<file path="src/hdl/ncodm_pkg.sv">
package ncodm_pkg;

  localparam int unsigned PHASE_BITS  = 32;
  localparam int unsigned TABLE_BITS  = 8;
  localparam int unsigned QUARTER_LEN = (1 << TABLE_BITS) / 4;
  localparam int unsigned SAMPLE_BITS = 12;
  localparam int unsigned LO_BITS     = 8;
  localparam int unsigned PROD_BITS   = SAMPLE_BITS + LO_BITS;
  localparam int unsigned FILT_BITS   = 20;
  localparam int unsigned FILT_SHIFT  = 4;
  localparam int unsigned SSB_SHIFT   = 8;
  localparam int unsigned AM_SHIFT    = 9;
  localparam int unsigned AUDIO_BITS  = 12;
  localparam int unsigned PWM_BITS    = 8;
  localparam int unsigned ADDR_BITS   = 3;
  localparam int unsigned DATA_BITS   = 32;

  localparam logic [ADDR_BITS-1:0] ADDR_PHASE_STEP = 3'd0;
  localparam logic [ADDR_BITS-1:0] ADDR_DEMOD_MODE = 3'd4;

  localparam logic [1:0] MODE_USB = 2'd0;
  localparam logic [1:0] MODE_LSB = 2'd1;

  localparam logic [TABLE_BITS-1:0] QUARTER_OFFSET = TABLE_BITS'(QUARTER_LEN);

  localparam logic [6:0] QUARTER_SINE [QUARTER_LEN+1] = '{
    7'd0,   7'd3,   7'd6,   7'd9,   7'd12,  7'd15,  7'd18,  7'd21,
    7'd24,  7'd27,  7'd30,  7'd33,  7'd36,  7'd39,  7'd42,  7'd45,
    7'd48,  7'd51,  7'd54,  7'd57,  7'd59,  7'd62,  7'd65,  7'd67,
    7'd70,  7'd73,  7'd75,  7'd78,  7'd80,  7'd82,  7'd85,  7'd87,
    7'd89,  7'd91,  7'd94,  7'd96,  7'd98,  7'd100, 7'd102, 7'd103,
    7'd105, 7'd107, 7'd108, 7'd110, 7'd112, 7'd113, 7'd114, 7'd116,
    7'd117, 7'd118, 7'd119, 7'd120, 7'd121, 7'd122, 7'd123, 7'd123,
    7'd124, 7'd125, 7'd125, 7'd126, 7'd126, 7'd126, 7'd126, 7'd126,
    7'd127
  };

  typedef logic [TABLE_BITS-1:0]         phase_idx_t;
  typedef logic [SAMPLE_BITS-1:0]        adc_sample_t;
  typedef logic signed [AUDIO_BITS-1:0]  audio_value_t;
  typedef logic [PWM_BITS-1:0]           pwm_level_t;
  typedef logic signed [LO_BITS-1:0]     lo_value_t;
  typedef logic signed [FILT_BITS-1:0]   filter_value_t;

  function automatic lo_value_t sine_value(input phase_idx_t idx);
    logic [TABLE_BITS-2:0] j;
    logic [6:0]            mag;
    begin
      if (idx[TABLE_BITS-2]) begin
        j = QUARTER_OFFSET[TABLE_BITS-2:0] - {1'b0, idx[TABLE_BITS-3:0]};
      end else begin
        j = {1'b0, idx[TABLE_BITS-3:0]};
      end
      mag = QUARTER_SINE[j];
      if (idx[TABLE_BITS-1]) begin
        sine_value = -signed'({1'b0, mag});
      end else begin
        sine_value = signed'({1'b0, mag});
      end
    end
  endfunction

endpackage

</file>
<file path="src/hdl/ncodm_in_if.sv">
interface ncodm_in_if;
  logic                  valid;
  logic                  ready;
  ncodm_pkg::adc_sample_t adc_sample;

  modport source (output valid, output adc_sample, input ready);
  modport sink (input valid, input adc_sample, output ready);
endinterface

</file>
<file path="src/hdl/ncodm_out_if.sv">
interface ncodm_out_if;
  logic                   valid;
  logic                   ready;
  ncodm_pkg::audio_value_t audio_value;
  ncodm_pkg::pwm_level_t   pwm_level;

  modport source (output valid, output audio_value, output pwm_level, input ready);
  modport sink (input valid, input audio_value, input pwm_level, output ready);
endinterface

</file>
<file path="src/hdl/nco_mixer_ssb_am_demodulator.sv">
// NCO quadrature mixer with sideband and amplitude demodulation.
// adc (sink): one raw 12-bit converter sample per item, midscale 2048.
// audio (source): one result per sample, audio_value (signed 12 bits) and
// pwm_level, the low 8 bits of audio_value plus 128.
// APB port: phase_step at 0x0, demod_mode at 0x4 (0 upper sideband,
// 1 lower sideband, 2 or 3 amplitude). Write only while no item is in flight.
// A sample is accepted into the input register (phase step, table index), then the
// table lookup, multiply, filter update and combine run into the result register.
// Throughput: one item per cycle while the receiver takes each result, set by the
// single filter update per sample.
// A stalled receiver holds the result register; the input register still
// takes one more item, then adc.ready drops until the result is taken.
// Reset clears the phase accumulator, both filters, the configuration registers
// and all valid flags.
module nco_mixer_ssb_am_demodulator (
  input  logic                                clk,
  input  logic                                rst,
  input  logic                                psel,
  input  logic                                penable,
  input  logic                                pwrite,
  input  logic [ncodm_pkg::ADDR_BITS-1:0]     paddr,
  input  logic [ncodm_pkg::DATA_BITS-1:0]     pwdata,
  output logic [ncodm_pkg::DATA_BITS-1:0]     prdata,
  output logic                                pready,
  ncodm_in_if.sink                            adc,
  ncodm_out_if.source                         audio
);

  logic [ncodm_pkg::PHASE_BITS-1:0] phase_step;
  logic [1:0]                       demod_mode;
  logic [ncodm_pkg::PHASE_BITS-1:0] phase_accumulator;
  logic [ncodm_pkg::PHASE_BITS-1:0] phase_next;

  logic                      stage_valid;
  ncodm_pkg::adc_sample_t    stage_sample;
  ncodm_pkg::phase_idx_t     stage_idx;
  logic                      stage_advance;

  ncodm_pkg::filter_value_t  inphase_filter;
  ncodm_pkg::filter_value_t  quadrature_filter;
  ncodm_pkg::filter_value_t  inphase_next;
  ncodm_pkg::filter_value_t  quadrature_next;

  logic signed [ncodm_pkg::SAMPLE_BITS-1:0] sample;
  ncodm_pkg::lo_value_t                     lo_i;
  ncodm_pkg::lo_value_t                     lo_q;
  logic signed [ncodm_pkg::PROD_BITS-1:0]   prod_i;
  logic signed [ncodm_pkg::PROD_BITS-1:0]   prod_q;
  logic signed [ncodm_pkg::FILT_BITS:0]     diff_i;
  logic signed [ncodm_pkg::FILT_BITS:0]     diff_q;
  logic signed [ncodm_pkg::FILT_BITS:0]     step_i;
  logic signed [ncodm_pkg::FILT_BITS:0]     step_q;
  logic signed [ncodm_pkg::FILT_BITS:0]     ssb_sum;
  logic signed [ncodm_pkg::FILT_BITS:0]     ssb_diff;
  logic signed [ncodm_pkg::FILT_BITS:0]     ssb_shifted;
  logic [ncodm_pkg::FILT_BITS:0]            abs_i;
  logic [ncodm_pkg::FILT_BITS:0]            abs_q;
  logic [ncodm_pkg::FILT_BITS:0]            am_sum;
  ncodm_pkg::audio_value_t                  audio_next;

  logic cfg_write;

  assign pready    = 1'b1;
  assign cfg_write = psel && penable && pwrite;

  always_ff @(posedge clk) begin
    if (rst) begin
      phase_step <= '0;
      demod_mode <= ncodm_pkg::MODE_USB;
    end else if (cfg_write) begin
      if (paddr == ncodm_pkg::ADDR_PHASE_STEP) begin
        phase_step <= pwdata;
      end
      if (paddr == ncodm_pkg::ADDR_DEMOD_MODE) begin
        demod_mode <= pwdata[1:0];
      end
    end
  end

  always_comb begin
    unique case (paddr)
      ncodm_pkg::ADDR_PHASE_STEP: prdata = phase_step;
      ncodm_pkg::ADDR_DEMOD_MODE: prdata = {{(ncodm_pkg::DATA_BITS-2){1'b0}}, demod_mode};
      default:                    prdata = '0;
    endcase
  end

  assign stage_advance = !audio.valid || audio.ready;
  assign adc.ready     = !stage_valid || stage_advance;
  assign phase_next    = phase_accumulator + phase_step;

  always_ff @(posedge clk) begin
    if (rst) begin
      phase_accumulator <= '0;
      stage_valid       <= 1'b0;
    end else begin
      if (adc.valid && adc.ready) begin
        phase_accumulator <= phase_next;
        stage_valid       <= 1'b1;
      end else if (stage_advance) begin
        stage_valid <= 1'b0;
      end
    end
  end

  always_ff @(posedge clk) begin
    if (adc.valid && adc.ready) begin
      stage_sample <= adc.adc_sample;
      stage_idx    <= phase_next[ncodm_pkg::PHASE_BITS-1 -: ncodm_pkg::TABLE_BITS];
    end
  end

  always_comb begin
    sample      = signed'({~stage_sample[ncodm_pkg::SAMPLE_BITS-1],
                           stage_sample[ncodm_pkg::SAMPLE_BITS-2:0]});
    lo_i        = ncodm_pkg::sine_value(stage_idx);
    lo_q        = ncodm_pkg::sine_value(stage_idx + ncodm_pkg::QUARTER_OFFSET);
    prod_i      = ncodm_pkg::PROD_BITS'(sample) * ncodm_pkg::PROD_BITS'(lo_i);
    prod_q      = ncodm_pkg::PROD_BITS'(sample) * ncodm_pkg::PROD_BITS'(lo_q);
    diff_i      = (ncodm_pkg::FILT_BITS+1)'(prod_i) - (ncodm_pkg::FILT_BITS+1)'(inphase_filter);
    diff_q      = (ncodm_pkg::FILT_BITS+1)'(prod_q)
                  - (ncodm_pkg::FILT_BITS+1)'(quadrature_filter);
    step_i      = diff_i >>> ncodm_pkg::FILT_SHIFT;
    step_q      = diff_q >>> ncodm_pkg::FILT_SHIFT;
    inphase_next    = inphase_filter + step_i[ncodm_pkg::FILT_BITS-1:0];
    quadrature_next = quadrature_filter + step_q[ncodm_pkg::FILT_BITS-1:0];

    ssb_sum  = (ncodm_pkg::FILT_BITS+1)'(inphase_next)
               + (ncodm_pkg::FILT_BITS+1)'(quadrature_next);
    ssb_diff = (ncodm_pkg::FILT_BITS+1)'(inphase_next)
               - (ncodm_pkg::FILT_BITS+1)'(quadrature_next);
    abs_i    = inphase_next[ncodm_pkg::FILT_BITS-1]
               ? unsigned'(-(ncodm_pkg::FILT_BITS+1)'(inphase_next))
               : unsigned'((ncodm_pkg::FILT_BITS+1)'(inphase_next));
    abs_q    = quadrature_next[ncodm_pkg::FILT_BITS-1]
               ? unsigned'(-(ncodm_pkg::FILT_BITS+1)'(quadrature_next))
               : unsigned'((ncodm_pkg::FILT_BITS+1)'(quadrature_next));
    am_sum   = abs_i + abs_q;

    case (demod_mode)
      ncodm_pkg::MODE_USB: ssb_shifted = ssb_diff >>> ncodm_pkg::SSB_SHIFT;
      ncodm_pkg::MODE_LSB: ssb_shifted = ssb_sum >>> ncodm_pkg::SSB_SHIFT;
      default:             ssb_shifted = signed'(am_sum >> ncodm_pkg::AM_SHIFT);
    endcase
    audio_next = ssb_shifted[ncodm_pkg::AUDIO_BITS-1:0];
  end

  always_ff @(posedge clk) begin
    if (rst) begin
      inphase_filter    <= '0;
      quadrature_filter <= '0;
      audio.valid       <= 1'b0;
    end else begin
      if (stage_valid && stage_advance) begin
        inphase_filter    <= inphase_next;
        quadrature_filter <= quadrature_next;
        audio.valid       <= 1'b1;
      end else if (audio.ready) begin
        audio.valid <= 1'b0;
      end
    end
  end

  always_ff @(posedge clk) begin
    if (stage_valid && stage_advance) begin
      audio.audio_value <= audio_next;
      audio.pwm_level   <= {~audio_next[ncodm_pkg::PWM_BITS-1],
                            audio_next[ncodm_pkg::PWM_BITS-2:0]};
    end
  end

endmodule

</file>
<file path="src/flat_wrapper.sv">
// flat-port wrapper written by rule: the top's interface ports become plain ports
module nco_mixer_ssb_am_demodulator_flat 
  (clk, rst, psel, penable, pwrite, paddr, pwdata, prdata, pready, adc_valid, adc_adc_sample, adc_ready, audio_valid, audio_audio_value, audio_pwm_level, audio_ready);
  ncodm_in_if adc_i ();
  ncodm_out_if audio_i ();
  input  logic clk;
  input  logic rst;
  input  logic psel;
  input  logic penable;
  input  logic pwrite;
  input  logic [ncodm_pkg::ADDR_BITS-1:0] paddr;
  input  logic [ncodm_pkg::DATA_BITS-1:0] pwdata;
  output logic [ncodm_pkg::DATA_BITS-1:0] prdata;
  output logic pready;
  input wire logic [$bits(adc_i.valid)-1:0] adc_valid;
  input wire logic [$bits(adc_i.adc_sample)-1:0] adc_adc_sample;
  output wire logic [$bits(adc_i.ready)-1:0] adc_ready;
  output wire logic [$bits(audio_i.valid)-1:0] audio_valid;
  output wire logic [$bits(audio_i.audio_value)-1:0] audio_audio_value;
  output wire logic [$bits(audio_i.pwm_level)-1:0] audio_pwm_level;
  input wire logic [$bits(audio_i.ready)-1:0] audio_ready;
  assign adc_i.valid = adc_valid;
  assign adc_i.adc_sample = adc_adc_sample;
  assign adc_ready = adc_i.ready;
  assign audio_valid = audio_i.valid;
  assign audio_audio_value = audio_i.audio_value;
  assign audio_pwm_level = audio_i.pwm_level;
  assign audio_i.ready = audio_ready;
  nco_mixer_ssb_am_demodulator u_core (.clk(clk), .rst(rst), .psel(psel), .penable(penable), .pwrite(pwrite), .paddr(paddr), .pwdata(pwdata), .prdata(prdata), .pready(pready), .adc(adc_i), .audio(audio_i));
endmodule
</file>
<file path="config.mk">
export PLATFORM = sky130hd
export DESIGN_NAME = nco_mixer_ssb_am_demodulator_flat
export DESIGN_NICKNAME = d
export VERILOG_FILES = /design/src/hdl/ncodm_pkg.sv /design/src/hdl/ncodm_in_if.sv /design/src/hdl/ncodm_out_if.sv /design/src/hdl/nco_mixer_ssb_am_demodulator.sv /design/src/flat_wrapper.sv
export SDC_FILE = /design/constraint.sdc
export NUM_CORES = 1
export LEC_CHECK = 0
export BUFFER_PORTS_ARGS = -buffer_cell sky130_fd_sc_hd__buf_2
export CORE_MARGIN = 5
export CORE_UTILIZATION = 62
export CTS_CLUSTER_DIAMETER = 40
export DETAILED_ROUTE_END_ITERATION = 10
export PLACE_DENSITY = 0.8
export SYNTH_ARGS = -nofsm -noshare
export SYNTH_HDL_FRONTEND = slang
export SYNTH_SLANG_ARGS = --single-unit
</file>
<file path="constraint.sdc">
create_clock -name clk -period 30.2 [get_ports clk]
set_input_delay 6.04 -clock clk [delete_from_list [all_inputs] [get_ports clk]]
set_output_delay 6.04 -clock clk [all_outputs]
set_load 0.01 [all_outputs]
</file>
; ---- Word level (Yosys, flattened, before mapping)
; Memories as Yosys holds them, arrays and structs flattened.
; Cells that the tools add are included.
[word_totals]
wordCells = 68
mem_bits_ro = 1792
output_inout_bits = 55
ff_bits = 148
n_memories = 2
inputBits = 54
[mem_list]
columns = name, words, word_bits, rd, rd_ports_with_merged_regs, wr, line
row1 = (name not given), 128, 7, 1, 0, 0, ncodm_pkg.sv:54  ; mag = QUARTER_SINE[j];
row2 = (name not given), 128, 7, 1, 0, 0, ncodm_pkg.sv:54
[classes]
order_cmp = 2
n_mux = 16
n_eq_ne = 2
reduce_logical = 14
n_bitwise = 4
mul = 2
n_addsub = 15
[op_table]
columns = op, n
row1 = $pmux 32 s2, 1
row2 = $add 20x20->20, 3
row3 = $mux 21, 2
row4 = $mux 7, 6
row5 = $neg 20->21, 2
row6 = $sub 20x20->21, 2
row7 = $mul 12x8->20, 2
row8 = $add 32x32->32, 1
row9 = $pmux 12 s2, 1
row10 = $add 21x21->21, 1
row11 = $sub 20x20->20, 1
row12 = $ge 8x8->1 const B, 2
row13 = $mux 8, 2
row14 = $neg 7->8, 2
row15 = $not 7->8, 2
row16 = $sub 7x6->7 const A, 2
row17 = $add 8x7->8 const B, 1
row18 = $logic_and 1x1->1, 4
row19 = $mux 1, 4
row20 = $reduce_and 2->1, 2
row21 = $reduce_bool 2->1, 2
row22 = $eq 3x3->1 const B, 1
row23 = $logic_not 3->1, 1
row24 = $eq 2x1->1 const B, 1
row25 = 4 further kinds, 7

; ---- Depth between registers and ports, before layout
[logic_depth]
depth_word = 17
depth_mapped = 63

; ---- Least setup slack after synthesis
; Ideal clock, no wire load.
[synth_timing]
path_type = input to output
from = input paddr[1] (netlist bit)
to = output prdata[10] (netlist bit)
arrival_ns = 6.786
path_stages = 3
setup_slack_ns = 17.374
required_ns = 24.160
cell_sequence = nor3_1 clkbuf_1 and2_1
[synth_via]
elab_chain_len = 2
elab_cells_between_ends = 3
[synth_rtl]
columns = item, line
row1 = from (decl), flat_wrapper.sv:11  ; input logic [ncodm_pkg::ADDR_BITS-1:0] paddr;
row2 = $eq 3x3->1 or $logic_not 3->1 (tied branches), nco_mixer_ssb_am_demodulator.sv:81  ; unique case (paddr)
row3 = $pmux 32 s2 *, nco_mixer_ssb_am_demodulator.sv:81
row4 = to (decl), flat_wrapper.sv:13  ; output logic [ncodm_pkg::DATA_BITS-1:0] prdata;
; Every way passes the cells marked *; elsewhere a longest branch is shown, timed or not.

; ---- Worst setup path after layout
[layout_timing]
from = register u_core.stage_idx[0]
to = register u_core.audio.audio_value[10], data pin
[layout_via]
elab_chain_len = 16
elab_cells_between_ends = 31
[layout_rtl]
columns = item, line
row1 = from (decl), nco_mixer_ssb_am_demodulator.sv:36  ; ncodm_pkg::phase_idx_t stage_idx;
row2 = from (signal assigned), nco_mixer_ssb_am_demodulator.sv:109  ; stage_idx <= phase_next[ncodm_pkg::PHASE_BITS-1 -: ncodm_pkg::TABLE_BITS];
row3 = $add 8x7->8, nco_mixer_ssb_am_demodulator.sv:117  ; lo_q = ncodm_pkg::sine_value(stage_idx + ncodm_pkg::QUARTER_OFFSET);
row4 = $sub 7x6->7, ncodm_pkg.sv:50  ; j = QUARTER_OFFSET[TABLE_BITS-2:0] - {1'b0, idx[TABLE_BITS-3:0]};
row5 = $mux 7, ncodm_pkg.sv:49  ; if (idx[TABLE_BITS-2]) begin
row6 = $not 7->8 (implied by the code), ncodm_pkg.sv:54
row7 = $mem_v2 128x7, -
row8 = $mux 7 (implied by the code) (2 in a row), ncodm_pkg.sv:54
row9 = $neg 7->8, ncodm_pkg.sv:56  ; sine_value = -signed'({1'b0, mag});
row10 = $mux 8, ncodm_pkg.sv:55  ; if (idx[TABLE_BITS-1]) begin
row11 = $mul 12x8->20, nco_mixer_ssb_am_demodulator.sv:119  ; prod_q = ncodm_pkg::PROD_BITS'(sample) * ncodm_pkg::PROD_BITS'(lo_q);
row12 = $sub 20x20->21, nco_mixer_ssb_am_demodulator.sv:122  ; - (ncodm_pkg::FILT_BITS+1)'(quadrature_filter);
row13 = $add 20x20->20, nco_mixer_ssb_am_demodulator.sv:126  ; quadrature_next = quadrature_filter + step_q[ncodm_pkg::FILT_BITS-1:0];
row14 = $neg 20->21, nco_mixer_ssb_am_demodulator.sv:136  ; ? unsigned'(-(ncodm_pkg::FILT_BITS+1)'(quadrature_next))
row15 = $mux 21, nco_mixer_ssb_am_demodulator.sv:136
row16 = $add 21x21->21, nco_mixer_ssb_am_demodulator.sv:138  ; am_sum = abs_i + abs_q;
row17 = $pmux 12 s2 *, nco_mixer_ssb_am_demodulator.sv:140  ; case (demod_mode)
row18 = via u_core.ssb_shifted (one bit), nco_mixer_ssb_am_demodulator.sv:55  ; logic signed [ncodm_pkg::FILT_BITS:0] ssb_shifted;
row19 = to (signal assigned), nco_mixer_ssb_am_demodulator.sv:166  ; audio.audio_value <= audio_next;
row20 = to (decl), ncodm_out_if.sv:7  ; modport source (output valid, output audio_value, output pwm_level, input ready);
; Mark *: on every way through the listed nets, which the timed path passes. The rest lies on a longest branch. The select of a mux whose other input is x is not followed.
; A chain may end at the register's enable or synchronous reset.

==> results by group <==
Clock network
  – Root buffer cell: clkbuf_16
  – CTS sink count: 141
  – Source-to-sink clock delay at the later pin of the worst-skew pair: 0.46 ns
  – Clock slew at reported path FFs: 0.07 ns
  – Post-cts sizing count: 0
  – Hold bufs inserted after CTS: 0
  – Worst-case clock buffer depth: 2
  – Post CTS Setup Buffer Count: 0
  – H-tree levels: 4
  – TritonCTS buffer count: 17
  – TritonCTS clock tree: built

Timing
  – Final number of max-transition violations: 0
  – Least-Margin Pin Slew: 1.15 ns
  – Count of endpoints failing hold in the final timing report: 0
  – Fmax: 65.6 MHz
  – Final period utilization: 50.5%
  – Relative max-transition margin: 23.1%
  – Total negative setup slack: 0 ns
  – Fin Clk Skew: 0.0122 ns
  – Final critical delay including setup and external delays: 15.24 ns
  – RSZ-0062 raised after global routing: no
  – Setup violators final: 0
  – Final worst slack: 14.96 ns

Yosys
  – Ys async rst share: 0%
  – Mean area per synthesized cell: 8.33 µm²
  – Cell count after synthesis: 2489
  – YS warnings: 0
  – Net count of the mapped netlist: 2958
  – Share of synthesized area occupied by flip-flops and latches: 15.2%
  – Number of enable flip-flop cells after synthesis: 33
  – Number of unique standard cell types used by synthesis: 105
  – Top_reg_cell synth: dfxtp_1
  – Synthesized flop and latch total: 141
  – Netlist area before placement: 20700 µm²

Finish
  – Net total in the final layout: 2989
  – Diodes inserted: 0
  – Share of post-route cells with drive strength above 1: 8.72%
  – Post-synthesis to final-layout area growth: 6.33%

Critical path
  – Arrival time worst endpoint: 15.44 ns
  – Worst path most repeated cell: inv_1
  – Critical Setup Path Class: reg -> reg
  – Critical Path Source Type: register
  – CP Data Required Time: 30.40 ns
  – Slowest-stage cell, CP: xor2_1
  – Type of element capturing the critical path: register
  – Slowest cell delay on critical path: 0.86 ns
  – Highest net fanout along the worst path: 16

Placed design
  – Final Wtd Congestion: 0.906
  – Post-placement worst setup slack: 15.19 ns
  – Detailed placement HPWL: 40.3 mm
  – Count of buffers inserted at the top-level ports: 107

Route
  – Average detailed-routed wire length per instance: 17.3 µm
  – DRT Pass-1 Iters: 5
  – Post-Route WL: 51.6 mm
  – Via count: 17666
  – Post-DR vias/cell: 5.93
  – Count of antenna-violating nets left after detailed routing: 0
  – # DRC: 0
  – Drt initial violations: 1135

Floorplan
  – Total core area: 33300 µm²
  – Y dimension of the die: 193 µm
  – Width of the die: 193 µm
  – Site row count: 67
  – Total die area: 37200 µm²
  – I/O Pins: 109
  – Starting utilization of the core area: 62.3%

Hold path
  – Worst hold-check path type: reg -> reg

Global routing
  – Largest net degree at the start of global routing: 60
  – Residual overflow from global routing: 0
  – Antenna violations before repair: 0
  – Global-route wire length before repair: 85.9 mm
  – GRT Util Overall: 28.2%
  – Via count of the first global-routing pass: 17727

Run status
  – Outcome: finished, final reports clean

Run
  – Number of max-cap violations: 0
[worst paths after layout]
| check | end | depth (start not counted) | slack [ns] | start |
|---|---|---|---|---|
| setup reg to reg | u_core.audio.audio_value[10] | 54 | 14.96 | u_core.stage_idx[0] |
| hold reg to reg | u_core.phase_accumulator[11] | 2 | 0.46 | u_core.phase_accumulator[11] |
| hold / removal | u_core.phase_accumulator[11] | 2 | 0.46 | u_core.phase_accumulator[11] |
| setup / recovery | u_core.audio.audio_value[10] | 54 | 14.96 | u_core.stage_idx[0] |
[worst max-delay path, delay by kind of cell (launching register included)]
family,cells,cell delay [ns]
flip-flops,1,0.78
buffers and inverters,6,0.73
AND/OR/NAND/NOR,7,1.03
AO/OA/AOI/OAI,24,5.33
adder cells (fa/ha/maj),10,4.01
XOR/XNOR,5,2.62
multiplexers,2,0.45
[layer usage]
layer	global-route usage (%)	up-vias	routed length (µm)
met4	9.37	0	1590
met5	0	-	0
met3	4.79	92	3170
met1	38.1	8514	22400
li1	-	8509	-
met2	46.6	551	24400
[logic make-up (layout without fill, tap and decap cells)]
family | after synthesis | in the layout | synth area share (%)
and+or+nand+nor | 857 | 857 | 20.1
AOI/OAI and AO/OA | 532 | 532 | 17.1
adders and majority gates | 416 | 416 | 32.3
buffers and inverters | 353 | 397 | 6.74
xor gates and xnor gates | 177 | 177 | 7.88
DFF | 141 | 141 | 15.2
muxes | 12 | 12 | 0.718
other | 1 | 1 | 0.0181
[sequential cells by signal, indices dropped and copies added, names as in the netlist]
signal	flops
u_core.phase_step	32
u_core.stage_valid	1
u_core.inphase_filter	20
u_core.quadrature_filter	20
u_core.stage_idx	8
u_core.stage_sample	12
u_core.audio.pwm_level	8
u_core.demod_mode	2
u_core.audio.audio_value	5
u_core.phase_accumulator	32
u_core.audio.valid	1
[cell usage after synthesis, types with 5 or more instances]
master,n,area share (%)
or3_1,20,0.60
and3_1,15,0.45
a21o_1,46,1.7
nor4_1,10,0.30
o311ai_0,5,0.21
o21ai_0,72,1.7
a211oi_1,23,0.83
o211ai_1,21,0.76
o21bai_1,8,0.29
nand3_1,37,0.89
nand2_2,6,0.18
o211a_1,5,0.24
nor3_1,55,1.3
a31oi_1,26,0.78
buf_4,10,0.36
o31ai_1,8,0.29
nor2b_1,18,0.54
xnor2_1,112,4.7
nor2_1,156,2.8
a21oi_1,183,4.4
fa_1,199,19
xor2_1,57,2.4
a311oi_1,5,0.21
o41ai_1,6,0.25
a211o_1,10,0.42
nand2_1,321,5.8
inv_1,239,4.3
dfxtp_1,108,10
o2111ai_1,8,0.34
mux2i_1,7,0.34
nand3b_1,5,0.18
or2_2,14,0.42
buf_1,6,0.11
ha_1,216,13
nand4_1,13,0.39
o21a_1,32,1.2
buf_2,9,0.22
a21boi_0,8,0.29
nand2b_1,30,0.90
and2_1,124,3.7
o21ai_1,6,0.14
edfxtp_1,33,4.8
a311o_1,5,0.24
a31o_2,5,0.21
clkbuf_1,84,1.5
[cells in the final DEF (no fill, tap or decap), types with 10 or more instances in the layout]
cell	n
xnor2_1	112
clkbuf_16	17
nor2b_1	18
or2_2	14
a211oi_1	23
o211ai_1	21
o21a_1	32
buf_4	18
or3_1	20
a31oi_1	26
fa_1	199
o21ai_0	72
a21o_1	46
nor2_1	156
nand2_1	321
buf_2	106
nor3_1	54
and3_1	15
a21oi_1	183
xor2_1	57
nand3_1	37
a211o_1	10
nand2b_1	30
inv_1	238
and2_1	124
ha_1	216
edfxtp_1	33
nand4_1	13
nor4_1	10
dfxtp_1	108
[final cells by class]
cell class / instances / area (µm²)
multi-input cells: 1995 / 16200
fillers: 2697 / 11200
flip-flops and latches: 141 / 3150
inverters: 241 / 907
repair buffers: 124 / 666
well taps: 448 / 561
clock buffers: 20 / 447
clock inverters: 12 / 126
[stage by stage]
step / hold slack (ns) / util [%] / cell area, µm² / instances
floorplan: 0.436 / - / 20700 / 2489
global placement: 0.442 / 64.6 / 21500 / 2949
detailed placement: 0.451 / 64.6 / 21500 / 2949
CTS: 0.460 / 66.3 / 22100 / 2981
global route: 0.477 / 66.3 / 22100 / 2981
finish: 0.459 / 66.3 / 22100 / 2981
Power is not shown: default switching activity piles up to over one toggle a cycle in this logic, so the estimate is an artifact.
